<file path="config.mk">
export PLATFORM = sky130hd
export DESIGN_NAME = qtba_ram
export DESIGN_NICKNAME = d
export VERILOG_FILES = /design/src/hdl/qtba_ram.sv
export SDC_FILE = /design/constraint.sdc
export NUM_CORES = 1
export LEC_CHECK = 0
export ABC_AREA = 1
export BUFFER_PORTS_ARGS = -buffer_cell sky130_fd_sc_hd__buf_4
export CORE_MARGIN = 8
export CORE_UTILIZATION = 39
export DETAILED_ROUTE_END_ITERATION = 12
export RECOVER_POWER = 100
export SYNTH_ARGS = -nofsm -noshare
export SYNTH_HDL_FRONTEND = slang
export SYNTH_SLANG_ARGS = --single-unit
</file>
<file path="constraint.sdc">
create_clock -name aclk -period 3.2 [get_ports aclk]
set_clock_uncertainty 0.15 [all_clocks]
set_input_delay 0 -clock aclk [delete_from_list [all_inputs] [get_ports aclk]]
set_output_delay 0 -clock aclk [all_outputs]
set_load 0.05 [all_outputs]
</file>
<file path="src/hdl/qtba_ram.sv">
`timescale 1ns / 1ps
`default_nettype none

module qtba_ram #(
    parameter int WIDTH = 8,
    parameter int DEPTH = 16,
    parameter int AW    = (DEPTH > 1) ? $clog2(DEPTH) : 1
) (
    input  wire logic             aclk,
    input  wire logic             we,
    input  wire logic [AW-1:0]    wa,
    input  wire logic [WIDTH-1:0] wd,
    input  wire logic [AW-1:0]    ra,
    output logic      [WIDTH-1:0] rq
);

    logic [WIDTH-1:0] mem [DEPTH];

    always_ff @(posedge aclk) begin
        if (we) begin
            mem[wa] <= wd;
        end
        rq <= mem[ra];
    end

endmodule

`default_nettype wire

</file>
== Word-level counts from Yosys, hierarchy flattened ==
Memory sizes are Yosys's and may differ from the RTL's. A register that Yosys moved wholly into a read port is not among the register bits.
Cells that the tools add are included.
Cells by class
  add/subtract/negate cells: 0
  multipliers: 0
  divide/modulo/power cells: 0
  order comparisons: 0
  equal/unequal tests: 0
  shift operators: 0
  multiplexer cells: 2
  bitwise operators: 0
  reduce and logical (&&, ||, !) cells: 0
Operators with widths (count)
  1-bit two-way mux: 2
Word-level totals
  bits in registers: 0
  bits in latches: 0
  bits in writable memories: 128
  bits in read-only memories: 0
  bits of input ports: 18
  memories kept: 1
Memories
  mem: depth 16, width 8, read ports 1, clocked after Yosys merged registers in 1, write ports 1, line 17  | logic [WIDTH-1:0] mem [DEPTH];

== Logic depth before layout (Yosys ltp) ==
Gate-level depths: netlist of the first run.
  depth in word-level cells: 2
  depth in mapped cells: 8
  depth with buffers taken out: 7

== Worst setup path after synthesis of the first run ==
No wires, ideal clock.
  path kind: input port to flip-flop
  start: input wa[2]
  end: memory mem[10][0] (enable)
  library setup time: 0.370 ns
  arrival: 0.581 ns
  required time: 2.680 ns
  path slack: 2.099 ns
  stages: 2
  path buffers: 0
  path through: nand3b_1 nor2_1
RTL lines
  start: declaration: line 11  | input wire logic [AW-1:0] wa,
  end: declaration: line 17
Straight into the memory's write port.

==> results of run 1 <==
[cells by family after synthesis]
kind of cell | Yosys count | share of synthesized area
and+or+nand+nor | 289 | 0.210
buffers and inverters | 126 | 0.0952
DFF | 136 | 0.694
[path summary, 6_finish.rpt]
check,endpoint,cells past startpoint,slack (ns),startpoint
min,rq[7]$_DFF_P_,5,0.04,ra[1]
min reg2reg,rq[7]$_DFF_P_,6,0.52,mem[6][7]$_DFFE_PP_
max reg2reg,rq[5]$_DFF_P_,8,0.99,mem[8][5]$_DFFE_PP_
max,rq[5]$_DFF_P_,8,0.62,ra[2]
[stage by stage]
step / instance area [um^2] / setup WS [ns] / power, mW
2_1_floorplan: 5770 / 2.10 / 2.22
3_3_place_gp: 6030 / 1.44 / 2.32
3_5_place_dp: 6030 / 1.43 / 2.32
4_1_cts: 6780 / 0.668 / 4.38
5_1_grt: 6700 / 0.499 / 4.47
6_report: 6700 / 0.621 / 4.34
[state kept, by name (all words and copies together), names as in the netlist]
name / cells
rq: 8
mem: 128
[cell type report]
cell class,instances,area share
clock buffer,22,0.0737
clock inverter,10,0.0207
inverter,102,0.0571
multi-input combinational,289,0.181
sequential,136,0.597
tap,184,0.0343
timing repair buffer,38,0.0358
[critical path, cell delays in order]
cell	delay, ns
dlygate4sd3_1	0.53
buf_4	0.22
inv_1	0.53
nand3_1	0.15
nand3_1	0.11
dlygate4sd3_1	0.56
nand2_1	0.06
dlygate4sd3_1	0.55
[power by group through the flow]
stage / sequential, mW / combinational (mW) / clock, mW
after global placement: 2.04 / 0.277 / 0
after global routing: 2.01 / 0.303 / 2.16
after detailed placement: 2.04 / 0.279 / 0
after CTS: 2.01 / 0.293 / 2.08
final: 2.01 / 0.273 / 2.06
after floorplan: 2.08 / 0.140 / 0
[routing by layer]
metal | part of all wire | track usage | up-vias
met5 | 0 | 0 | -
met4 | 0.029 | 0.0718 | 0
met3 | 0.052 | 0.0343 | 27
met2 | 0.46 | 0.231 | 104
met1 | 0.45 | 0.189 | 1796
li1 | - | - | 1838
[synthesized netlist by cell type]
library cell | count | area share
nor2_1 | 17 | 0.011
buf_1 | 1 | 0.00065
nand2_1 | 173 | 0.11
nand3_1 | 97 | 0.084
buf_6 | 6 | 0.012
dfxtp_1 | 8 | 0.028
inv_2 | 2 | 0.0013
edfxtp_1 | 128 | 0.67
inv_1 | 100 | 0.065
buf_2 | 13 | 0.011
nand3b_1 | 2 | 0.0026
buf_4 | 4 | 0.0052
==> metrics.csv, run 1 <==
stage,metric,value,unit
sta,RSZ-0062 raised after global routing,false,
cts,hold buffer count at CTS,12,
floorplan,core area,14500,um^2
pwr,switching fraction of total power,0.217,
detailed_routing,Iter 0 DRT Violations,387,
final_layout,share of post-route cells with drive strength above 1,0.0653,
cts,Worst-path clk slew,0.06,ns
pwr,pwr/cell area,647,nW/um^2
sta,f_max,388,MHz
cts,TritonCTS clock tree,yes,
floorplan,I/O pin count,26,
floorplan,die width,138,um
outcome,run status,"complete, no violations",
final_layout,Layout fillers,1361,
pwr,Comb power frac,0.063,
placed_design,GP Congestion,0.758,
setup_path,worst-path maximum fanout,17,
floorplan,initial core utilization,0.398,
final_layout,Area Overhead vs Synth,16.3,%
final_layout,"most common cell after layout, fill and taps aside",nand2_1,
sta,Setup TNS,0,ns
run,maxcap violations,0,
final_layout,Antenna Cells,0,
floorplan,Die Y-Extent,138,um
floorplan,Die ar.,18900,um^2
detailed_routing,Vias per Instance,4.82,
detailed_routing,Via Count,3765,
sta,period utilisation layout,0.806,
sta,Fin. Hold Viols,0,
sta,Slew @ Worst Pin,1.11,ns
pwr,clock power share,0.474,
sta,Pins Over Slew Limit,0,
cts,post_cts resized,0,
final_layout,multi-input logic area,1210,um^2
cts,CTS max path bufs,2,
sta,worst rel slew slack,0.258,
pwr,sequential share of power,0.463,
detailed_routing,Routed WL,13.1,mm
synthesis,sequential area share after synthesis,0.694,
final_layout,nets,602,
pwr,Internal,3.39,mW
detailed_routing,Wirelength per Cell,16.8,um
detailed_routing,Routed Antenna Nets,0,
placed_design,dpl hpwl,7.75,mm
final_layout,post-layout util,0.463,
global_route,grt total ovfl,0,
synthesis,Cells after Synth,551,
global_route,first-pass GRT wire length,20.7,mm
detailed_routing,first-pass iteration count of the detailed router,5,
pwr,LEAKAGE,2.82,nW
worst_hold_path,Hold WC Path Type,input port to flop,
cts,clock buffers created by TritonCTS,17,
final_layout,register area,4000,um^2
final_layout,most frequent cells in the layout,"nand2_1, edfxtp_1, inv_1",
cts,post-CTS setup buffers,0,
pwr,VDD IR max,0.342,mV
sta,Final setup viols,0,
global_route,largest net degree at the start of global routing,65,
synthesis,count of different cell masters after synthesis,12,
synthesis,Yosys reg bits,136,
cts,clock sinks,136,
setup_path,Critical Path RT,3.34,ns
global_route,initial antenna violation count,0,
final_layout,final std cells w/o fill,781,
placed_design,Port Buffer Count,25,
detailed_routing,post-route DRC violation count,0,
global_route,vias in the first global route,3715,
synthesis,syn avg cell area,10.5,um^2
sta,hold slack,0.0433,ns
cts,"Clk Latency, worst-skew pair",0.41,ns
synthesis,Post-Syn Area,5770,um^2
cts,clock root cell,clkbuf_16,
placed_design,# placed instances,737,
setup_path,Worst Setup Start Kind,input port,
synthesis,Post-Syn Nets,569,
synthesis,Ys Warns,0,
global_route,Total GRT Usage,0.148,
setup_path,CP arrival,2.72,ns
sta,Final Critical Period,2.58,ns
pwr,NetSw,0.943,mW
cts,H-tree levels,4,
floorplan,Rows,44,
setup_path,endpoint class of the critical path,flop,
setup_path,Critical Setup Path Class,input port to flop,
Power figures use the tool's default switching activity.
==> inputs of run 2 (changes only) <==
- ABC_AREA: 1 -> 0
- clock period: 3.2 -> 2.2 ns (I/O delays scaled with it)
==> metrics.csv, run 2 <==
stage,metric,value,unit,change
outcome,run status,"complete, no violations",,unchanged
synthesis,Post-Syn Area,5150,um^2,was 5770 um^2
setup_path,CP max stage cell,dlygate4sd3_1,,unchanged
sta,final worst slack,0.491,ns,was 0.621 ns
sta,Final Critical Period,1.71,ns,
placed_design,Port Buffer Count,25,,unchanged
pwr,pwr/cell area,989,nW/um^2,was 647 nW/um^2
sta,Fin. Hold Viols,0,,unchanged
setup_path,r2r setup slk,0.69,ns,was 0.99 ns
global_route,largest net degree at the start of global routing,33,,was 65
floorplan,Die ar.,17100,um^2,was 18900 um^2
sta,Slew @ Worst Pin,0.717,ns,was 1.11 ns
synthesis,Cells after Synth,229,,was 551
setup_path,CP dominant cell by count,clkbuf_1,,was dlygate4sd3_1
floorplan,core area,13100,um^2,was 14500 um^2
placed_design,GP Congestion,0.702,,was 0.758
synthesis,most frequent cell after synthesis,edfxtp_1,,was nand2_1
placed_design,dpl hpwl,6.41,mm,was 7.75 mm
detailed_routing,Vias per Instance,5.04,,was 4.82
synthesis,top_reg_cell synth,edfxtp_1,,unchanged
setup_path,"Cell Chain, Critical Path",dlygate4sd3_1 -> clkbuf_1 -> nand2b_1 -> nor2_1 -> clkbuf_1,,was dlygate4sd3_1 -> buf_4 -> inv_1 -> nand3_1 -> nand3_1 -> dlygate4sd3_1 -> nand2_1 -> dlygate4sd3_1
floorplan,Die Y-Extent,131,um,was 138 um
sta,worst rel slew slack,0.520,,was 0.258
worst_hold_path,WHS Path Cells,4,,was 5
setup_path,Crit path max-delay family,buffers and inverters,,unchanged
worst_hold_path,Hold WC Path Type,input port to flop,,unchanged
detailed_routing,first-pass iteration count of the detailed router,7,,was 5
setup_path,Bufs and invs on worst path,3,,was 5
detailed_routing,Via Count,2445,,was 3765
setup_path,Critical Setup Path Class,input port to flop,,unchanged
synthesis,ys async rst share,0,,unchanged
setup_path,worst-path maximum fanout,8,,was 17
placed_design,DP Worst Slack,0.366,ns,was 1.43 ns
floorplan,Rows,42,,was 44
cts,"Clk Latency, worst-skew pair",0.41,ns,about the same
cts,CTS max path bufs,2,,unchanged
sta,Setup TNS,0,ns,unchanged
pwr,LEAKAGE,2.05,nW,was 2.82 nW
synthesis,syn avg cell area,22.5,um^2,was 10.5 um^2
cts,TritonCTS clock tree,yes,,unchanged
synthesis,count of different cell masters after synthesis,19,,was 12
global_route,Total GRT Usage,0.130,,was 0.148
setup_path,FF-to-FF path depth,3,,was 8
sta,RSZ-0062 raised after global routing,false,,unchanged
global_route,vias in the first global route,2599,,was 3715
detailed_routing,Iter 0 DRT Violations,157,,was 387
cts,clock root cell,clkbuf_16,,unchanged
detailed_routing,Wirelength per Cell,20.9,um,was 16.8 um
pwr,VDD IR max,0.549,mV,was 0.342 mV
synthesis,Post-synth EDFFs,128,,unchanged
global_route,grt total ovfl,0,,unchanged
synthesis,Yosys top cell area share,0.747,,was 0.667
synthesis,"top cells by count, synth","edfxtp_1, mux4_2, a22oi_1, mux4_1, nor2_1",,"was nand2_1, edfxtp_1, inv_1, nand3_1, nor2_1"
synthesis,synth top area cells,"edfxtp_1, mux4_2, mux4_1",,"was edfxtp_1, nand2_1, nand3_1"
floorplan,initial core utilization,0.393,,was 0.398
final_layout,biggest regs,"mem x128, rq x8",,unchanged
setup_path,CP arrival,1.60,ns,was 2.72 ns
final_layout,share of post-route cells with drive strength above 1,0.191,,was 0.0653
sta,period utilisation layout,0.777,,
synthesis,Ys Warns,0,,unchanged
synthesis,Post-Syn Nets,247,,was 569
detailed_routing,post-route DRC violation count,0,,unchanged
synthesis,top cell type by total area after synthesis,edfxtp_1,,unchanged
floorplan,I/O pin count,26,,unchanged
sta,Final setup viols,0,,unchanged
detailed_routing,Routed WL,10.1,mm,was 13.1 mm
setup_path,endpoint class of the critical path,flop,,unchanged
cts,clock sinks,136,,unchanged
final_layout,nets,314,,was 602
floorplan,die width,131,um,was 138 um
cts,Worst-path clk slew,0.05,ns,was 0.06 ns
sta,f_max,585,MHz,
cts,post_cts resized,0,,unchanged
final_layout,most frequent cells in the layout,"edfxtp_1, clkbuf_1, mux4_2",,"was nand2_1, edfxtp_1, inv_1"
synthesis,sequential area share after synthesis,0.778,,was 0.694
detailed_routing,Routed Antenna Nets,0,,unchanged
setup_path,CP Depth,5,,was 8
final_layout,"most common cell after layout, fill and taps aside",edfxtp_1,,was nand2_1
final_layout,Area Overhead vs Synth,21.3,%,was 16.3%
final_layout,Biggest register,mem,,unchanged
cts,clock buffers created by TritonCTS,17,,unchanged
sta,Pins Over Slew Limit,0,,unchanged
setup_path,Critical Path RT,2.09,ns,was 3.34 ns
run,maxcap violations,0,,unchanged
setup_path,Worst Setup Start Kind,input port,,unchanged
cts,post-CTS setup buffers,0,,unchanged
setup_path,peak per-stage delay on the critical path,0.54,ns,was 0.56 ns
final_layout,Antenna Cells,0,,unchanged
synthesis,Yosys reg bits,136,,unchanged
cts,H-tree levels,4,,unchanged
global_route,initial antenna violation count,0,,unchanged
final_layout,max reg flops,128,,unchanged
global_route,first-pass GRT wire length,15.5,mm,was 20.7 mm
run 2: final timing paths:
| check | startpoint | to |
|---|---|---|
| min reg2reg | mem[14][3]$_DFFE_PP_ | rq[3]$_DFF_P_ |
| max | wa[1] | mem[9][4]$_DFFE_PP_ |
| min | ra[3] | rq[7]$_DFF_P_ |
| max reg2reg | mem[6][2]$_DFFE_PP_ | rq[2]$_DFF_P_ |
run 2: stage by stage:
step                hold WS, ns  instances  instance area [um^2]   util  power [mW]
floorplan               -0.0511        229                  5150      -        3.17
global placement          0.153        440                  5620  0.429        3.30
detailed placement        0.174        440                  5620  0.429        3.31
CTS                    0.000133        485                  6360  0.486        6.27
global route             0.0429        485                  6240  0.477        6.36
finish                   0.0247        485                  6240  0.477        6.17
run 2: power by group:
group	switching [mW]	internal, mW	total, mW	leakage [nW]
clock network	0.976	1.95	2.93	0.302
logic	0.210	0.120	0.330	0.529
registers	0.0156	2.90	2.92	1.22
total	1.20	4.97	6.17	2.05
run 2: per-layer routing:
metal,vias up,GRT usage,wire (um)
li1,1105,-,-
met1,1271,0.158,4380
met2,65,0.211,5210
met4,0,0.0608,84
met5,-,0,0
met3,4,0.0357,473
run 2: cells by family (layout without fill, tap and decap cells):
kind of cell / after synthesis / in the layout / share of synthesized area
AO/OA/AOI/OAI: 16 / 16 / 0.0233
buffers and inverters: 10 / 90 / 0.0168
multiplexers: 32 / 32 / 0.150
flip-flops: 136 / 136 / 0.778
AND/OR/NAND/NOR: 35 / 35 / 0.0318
run 2: area by class of cell:
cell class	count	area [um^2]
fill	1094	6840
timing repair buffer	58	348
clock inverter	8	144
tap	176	220
sequential	136	4000
clock buffer	24	472
multi-input combinational	83	1060
run 2: timing repair:
| action | in CTS | in global routing |
|---|---|---|
| endpoints found under the setup margin | 0 | 0 |
| hold buffers | 13 | 0 |
| endpoints found under the hold margin | 162 | 0 |
run 2: worst register-to-register path: stages, from the launching register on:
cell and delay [ns]:
edfxtp_1 0.37, mux4_1 0.55, a22oi_1 0.24, nand2_1 0.08
==> inputs of run 3 (changes only) <==
- ABC_AREA: 0 -> 1
- clock period: 2.2 -> 1.5 ns (I/O delays scaled with it)
==> metrics.csv, run 3 (same netlist as run 1, synthesis figures left out) <==
stage,metric,value,unit,change
final_layout,post-layout util,0.471,,was 0.477
detailed_routing,Via Count,3792,,was 2445
final_layout,biggest regs,"mem x128, rq x8",,unchanged
floorplan,Die ar.,18900,um^2,was 17100 um^2
floorplan,initial core utilization,0.398,,was 0.393
cts,H-tree levels,4,,unchanged
floorplan,Rows,44,,was 42
placed_design,Port Buffer Count,25,,unchanged
cts,clock root cell,clkbuf_16,,unchanged
sta,Final Critical Period,1.34,ns,
floorplan,I/O pin count,26,,unchanged
final_layout,max reg flops,128,,unchanged
pwr,pwr/cell area,1330,nW/um^2,was 989 nW/um^2
setup_path,RR Endpoint,rq[5]$_DFF_P_,,was rq[2]$_DFF_P_
cts,"Clk Latency, worst-skew pair",0.41,ns,about the same
final_layout,nets,622,,was 314
pwr,LEAKAGE,2.89,nW,was 2.05 nW
worst_hold_path,Min-Delay Endpoint,rq[1]$_DFF_P_,,was rq[7]$_DFF_P_
final_layout,final std cells w/o fill,801,,was 485
sta,worst rel slew slack,0.386,,was 0.520
sta,Setup TNS,0,ns,unchanged
setup_path,Bufs and invs on worst path,3,,unchanged
final_layout,Biggest register,mem,,unchanged
sta,Fin. Hold Viols,0,,unchanged
detailed_routing,Routed WL,13.3,mm,was 10.1 mm
global_route,vias in the first global route,3726,,was 2599
setup_path,endpoint class of the critical path,flop,,unchanged
setup_path,"Cell Chain, Critical Path",dlygate4sd3_1 -> buf_4 -> buf_4 -> nand3_1 -> nand3_1 -> nand3_1 -> nand2_1,,was dlygate4sd3_1 -> clkbuf_1 -> nand2b_1 -> nor2_1 -> clkbuf_1
global_route,Total GRT Usage,0.150,,was 0.130
detailed_routing,Vias per Instance,4.73,,was 5.04
setup_path,r2r setup slk,0.31,ns,was 0.69 ns
run,maxcap violations,0,,unchanged
cts,post_cts resized,0,,unchanged
sta,period utilisation layout,0.896,,
setup_path,CP max stage cell,dlygate4sd3_1,,unchanged
floorplan,core area,14500,um^2,was 13100 um^2
global_route,first-pass GRT wire length,20.6,mm,was 15.5 mm
worst_hold_path,Hold WC Path Type,input port to flop,,unchanged
setup_path,Setup crit start,ra[1],,was wa[1]
floorplan,Die Y-Extent,138,um,was 131 um
cts,clock sinks,136,,unchanged
sta,f_max,744,MHz,
setup_path,Worst Setup Start Kind,input port,,unchanged
worst_hold_path,WHS Path Cells,7,,was 4
cts,CTS max path bufs,2,,unchanged
sta,Final setup viols,0,,unchanged
cts,hold buffer count at CTS,11,,was 13
cts,TritonCTS clock tree,yes,,unchanged
placed_design,dpl hpwl,8.10,mm,was 6.41 mm
setup_path,CP dominant cell by count,nand3_1,,was clkbuf_1
outcome,run status,"complete, no violations",,unchanged
placed_design,Post-DP Area,6230,um^2,was 5620 um^2
setup_path,peak per-stage delay on the critical path,0.53,ns,was 0.54 ns
sta,Pins Over Slew Limit,0,,unchanged
final_layout,share of post-route cells with drive strength above 1,0.0859,,was 0.191
final_layout,Area Overhead vs Synth,18.3,%,was 21.3%
cts,post-CTS setup buffers,0,,unchanged
detailed_routing,Routed Antenna Nets,0,,unchanged
setup_path,worst-path maximum fanout,18,,was 8
placed_design,GP Congestion,0.845,,was 0.702
detailed_routing,first-pass iteration count of the detailed router,7,,unchanged
setup_path,Critical Setup Path Class,input port to flop,,unchanged
setup_path,FF-to-FF path depth,6,,was 3
sta,Slew @ Worst Pin,0.921,ns,was 0.717 ns
cts,clock buffers created by TritonCTS,17,,unchanged
final_layout,Antenna Cells,0,,unchanged
final_layout,"most common cell after layout, fill and taps aside",nand2_1,,was edfxtp_1
placed_design,# placed instances,758,,was 440
global_route,initial antenna violation count,0,,unchanged
detailed_routing,Iter 0 DRT Violations,410,,was 157
worst_hold_path,HP Start,ra[0],,was ra[3]
setup_path,CP arrival,1.55,ns,was 1.60 ns
detailed_routing,post-route DRC violation count,0,,unchanged
cts,Worst-path clk slew,0.06,ns,was 0.05 ns
setup_path,reg2reg start,mem[4][5]$_DFFE_PP_,,was mem[6][2]$_DFFE_PP_
final_layout,most frequent cells in the layout,"nand2_1, edfxtp_1, inv_1",,"was edfxtp_1, clkbuf_1, mux4_2"
floorplan,die width,138,um,was 131 um
sta,hold slack,0.161,ns,was 0.0247 ns
global_route,grt total ovfl,0,,unchanged
pwr,VDD IR max,0.772,mV,was 0.549 mV
sta,RSZ-0062 raised after global routing,false,,unchanged
setup_path,Critical Path RT,1.71,ns,was 2.09 ns
final_layout,fin area,6820,um^2,was 6240 um^2
global_route,largest net degree at the start of global routing,65,,was 33
setup_path,Crit path max-delay family,buffers and inverters,,unchanged
detailed_routing,Wirelength per Cell,16.6,um,was 20.9 um
-- run 3: worst max path at each step --
stage	to	slack, ns	cells after the start
finish	rq[5]$_DFF_P_	0.16	7
CTS	rq[5]$_DFF_P_	0.15	7
global route	rq[5]$_DFF_P_	0.09	7
floorplan	mem[10][0]$_DFFE_PP_	0.40	2
global placement	rq[5]$_DFF_P_	0.20	8
detailed placement	rq[5]$_DFF_P_	0.20	8
-- run 3: stage by stage --
stage	worst slack [ns]	total power, mW
after floorplan	0.399	4.73
after global placement	0.198	4.99
after detailed placement	0.202	4.99
after CTS	0.150	9.17
after global routing	0.0907	9.36
final	0.156	9.07
-- run 3: power breakdown --
part	total, mW	switching (mW)	internal [mW]
combinational	0.625	0.448	0.178
sequential	4.28	0.0259	4.25
clock	4.17	1.53	2.64
total	9.07	2.00	7.07
-- run 3: layout make-up --
type / count / area, um^2
Inverter: 102 / 383
Multi-Input combinational cell: 289 / 1210
Fill cell: 1328 / 7660
Tap cell: 184 / 230
Timing Repair Buffer: 58 / 395
Clock inverter: 13 / 153
Clock buffer: 19 / 443
Sequential cell: 136 / 4000
-- run 3: layer usage --
layer	global-route usage	up-vias	routed length, um
li1	-	1877	-
met1	0.190	1792	6140
met2	0.235	100	6180
met3	0.0376	23	675
met4	0.0706	0	289
met5	0	-	0
-- run 3: worst reg2reg max path, delay by kind of cell (launching register included) --
kind	cells	cell delay (ns)
flip-flops	1	0.36
buffers and inverters	1	0.06
AND/OR/NAND/NOR	5	0.51
